[src/hw/rtl/crce_ram.sv]
// ----------------------------------------------------------------------------
// Generic RAM
// One write port and one read port with registered read data.
// ----------------------------------------------------------------------------
module crce_ram #(
  parameter int WIDTH = 64,
  parameter int DEPTH = 64
) (
  input  logic                     clk_i,
  input  logic                     we_i,
  input  logic [$clog2(DEPTH)-1:0] waddr_i,
  input  logic [WIDTH-1:0]         wdata_i,
  input  logic [$clog2(DEPTH)-1:0] raddr_i,
  output logic [WIDTH-1:0]         rdata_o
);

  logic [WIDTH-1:0] mem_q [DEPTH];

  always_ff @(posedge clk_i) begin
    if (we_i) begin
      mem_q[waddr_i] <= wdata_i;
    end
    rdata_o <= mem_q[raddr_i];
  end

endmodule

[config.mk]
export PLATFORM = sky130hd
export DESIGN_NAME = crce_ram
export DESIGN_NICKNAME = d
export VERILOG_FILES = /design/src/hw/rtl/crce_ram.sv
export SDC_FILE = /design/constraint.sdc
export NUM_CORES = 2
export LEC_CHECK = 0
export BUFFER_PORTS_ARGS = -buffer_cell sky130_fd_sc_hd__buf_2
export CORE_MARGIN = 5
export CORE_UTILIZATION = 25
export DETAILED_ROUTE_END_ITERATION = 6
export GPL_TIMING_DRIVEN = 0
export PLACE_DENSITY = 0.36
export SETUP_SLACK_MARGIN = 0.3
export SLEW_MARGIN = 20
export SYNTH_ARGS = -nofsm -noshare
export SYNTH_HDL_FRONTEND = slang
export SYNTH_SLANG_ARGS = --single-unit
export TNS_END_PERCENT = 50
[constraint.sdc]
create_clock -name clk_i -period 8.9 [get_ports clk_i]
set_input_delay 2.67 -clock clk_i [delete_from_list [all_inputs] [get_ports clk_i]]
set_output_delay 2.67 -clock clk_i [all_outputs]
set_load 0.02 [all_outputs]
==> flow_summary.yaml <==
detailed_routing:
  vias: 74800
  ant_nets: 0
  drt_iter0_markers: 7203
  vias_per_cell: 4.61
  drt-total-wl_um: 525000
  dr.pass1.iters: 5
  wl_per_cell_um: 32.3
  drc: 0
global_routing:
  track_usage_pct: 16.0
  grt_max_degree: 65
  antenna_found_initial: 68
  grt_pass1_wl_um: 708000
  gr-total-overflow: 0
  grt_pass1_vias: 79000
placed_design:
  routabilityCongestion: 0.741
  dp_slack_ns: 1.33
  dpl.hpwl_um: 369000
  dpl.cell_count: 15400
  numPortBuffers: 133
final_layout:
  area_delta_synth_final_pct: 21.1
  nFillCells: 59900
  drive_above_1_share_pct: 30.9
  finalNetCount: 7592
  finalNonFillerCells: 16300
  ff_latch_area_um2: 124000
  multi_input_area_um2: 30900
sta:
  holdWs_ns: 0.956
  worstMarginPinSlew_ns: 1.23
  finalHoldViolCount: 0
  fmax_ghz: 0.155
  drv_slew: 0
  setup_viol: 0
  max_slew_margin_pct: 17.0
  period_share_pct: 72.6
  fin_skew_ns: 0.0541
  grt_setup_unrepaired: "false"
  period_minus_slack_ns: 6.46
  fin_ws_ns: 2.44
  setup_tns_ns: 0
worst_setup_path:
  critPathMaxFanout: 10
  cp_common_cell: "clkbuf_1"
  cp.required_ns: 9.71
  crit_buf_inv: 2
  crit_chain: "clkbuf_1 > nand2_1 > clkbuf_1 > o22ai_1 > a31oi_1 > a211oi_1"
  crit_type: "in -> reg"
  rrSetupSlack_ns: 5.82
  end_kind: "flop"
  slowest_delay_ns: 0.95
  path_delay_family: "compound AO/OA/AOI/OAI gates"
  cp_slowest_cell: "a211oi_1"
  crit_arrival_ns: 7.27
  critPathLaunchType: "primary input"
synthesis:
  yosys.area.top_type: "edfxtp_1"
  synth_nets: 6676
  netlist.area_leader.share_pct: 78.7
  synth_area_per_cell_um2: 23.7
  synth.cell_area_um2: 156000
  synth_seq_area_share_pct: 79.5
  synth-edff-count: 4096
  synthArstFlopShare_pct: 0
  syn_inst: 6598
  ys_types: 33
  synth_ff_type: "edfxtp_1"
  ys_ff_latch: 4160
  synthTopCellsByArea: "edfxtp_1 79%, mux4_2 15%, mux2i_1 0.86%"
  yosys_warnings: 0
worst_hold_path:
  min_path_type: "reg -> reg"
clock_network:
  cts_setup_buffers: 0
  cts-resized-gates: 0
  clockBufferDepth: 4
  cts_tree: "built"
  insertion_delay_ns: 1.02
  cts-root-buf: "clkbuf_16"
  cts.clk_slew.worst_paths_ns: 0.06
  numCtsBuffers: 457
  hold_buffers: 0
  cts_sinks: 4160
  htreeDepth: 5
floorplan:
  die_w_um: 801
  io_pins: 142
  die_height_um: 801
  core_um2: 624000
  dieArea_um2: 641000
  fp-row-count: 290
  start_util_pct: 25.1
run_status:
  run_status: "finished clean"
pwr:
  power_leakage_uw: 0.0581
  p_total_uw: 42400
  peakVddDrop_mv: 0.168
  power_density_nw_per_um2: 224
job:
  drv_cap: 0
state kept, by name, indices dropped and copies added, names as in the netlist:
| register | flops |
|---|---|
| rdata_o | 64 |
| mem_q | 4096 |
layout make-up:
cell class                      count  area share, %
Antenna cell                       33         0.0436
Buffer                            370          0.949
Clock buffer                      587           6.42
Clock inverter                    253           1.11
Inverter                           19         0.0377
Multi-Input combinational cell   2049           16.3
Sequential cell                  4160           65.6
Tap cell                         8322           5.50
Timing Repair Buffer              457           4.01
final timing paths:
kind / startpoint / to / cells after the start
worst max register to register: mem_q[60][38] / rdata_o[38] / 5
worst max-delay path: raddr_i[4] / rdata_o[38] / 6
worst min register to register: mem_q[53][28] / rdata_o[28] / 4
worst min-delay path: mem_q[53][28] / rdata_o[28] / 4
Yosys cell counts (29+ instances only):
cell      instances
a211oi_1         63
a22o_1           88
a22oi_1         168
and3_1           64
buf_2           170
buf_4            34
clkbuf_1        140
dfxtp_1          64
edfxtp_1       4096
mux2i_1         135
mux4_2         1024
nand2_1          58
nand3_1          45
nor2_1          112
o221ai_1         38
o22ai_1          83
or3_1            29
worst register-to-register path, stage by stage, from the launching register on:
cell	delay (ns)
edfxtp_1	0.37
mux4_2	0.47
mux2i_1	0.28
o22ai_1	0.40
a31oi_1	0.94
a211oi_1	0.39
logic make-up after synthesis:
logic type             synth area share [%]
flip-flops                             79.5
AO/OA/AOI/OAI                          2.48
buffers and inverters                  1.18
AND/OR/NAND/NOR                        1.24
multiplexers                           15.6
where the power goes:
group	leakage [µW]	internal [µW]	switching, µW
registers	0.0374	21700	37.4
clock network	0.00695	10500	7820
logic	0.0137	743	1630
total	0.0581	33000	9490
metrics by stage:
stage	util, %	area [µm²]
2_1_floorplan	-	156000
3_3_place_gp	26.8	167000
3_5_place_dp	28.1	175000
4_1_cts	30.3	189000
5_1_grt	30.4	189000
6_report	30.4	189000
per-layer routing:
layer  wire [µm]  vias up  track usage (%)
met5          49        -                0
met4       12500        8             3.72
met3       23300      561             2.00
met2      261000     1894             27.3
met1      228000    41900             21.7
li1            -    30500                -
layout by cell type (no fill, tap or decap), types with 72 or more instances in the layout:
| master | Yosys | layout |
|---|---|---|
| edfxtp_1 | 4096 | 4096 |
| buf_4 | 34 | 115 |
| o22ai_1 | 83 | 80 |
| mux2i_1 | 135 | 135 |
| clkinv_1 | 0 | 115 |
| clkbuf_16 | 0 | 465 |
| clkbuf_1 | 140 | 241 |
| mux4_2 | 1024 | 1024 |
| buf_12 | 0 | 204 |
| a22o_1 | 88 | 88 |
| buf_2 | 170 | 244 |
| clkinv_2 | 0 | 72 |
| buf_16 | 0 | 86 |
| a22oi_1 | 168 | 168 |
Note: power is estimated with default switching activity, not from simulation.
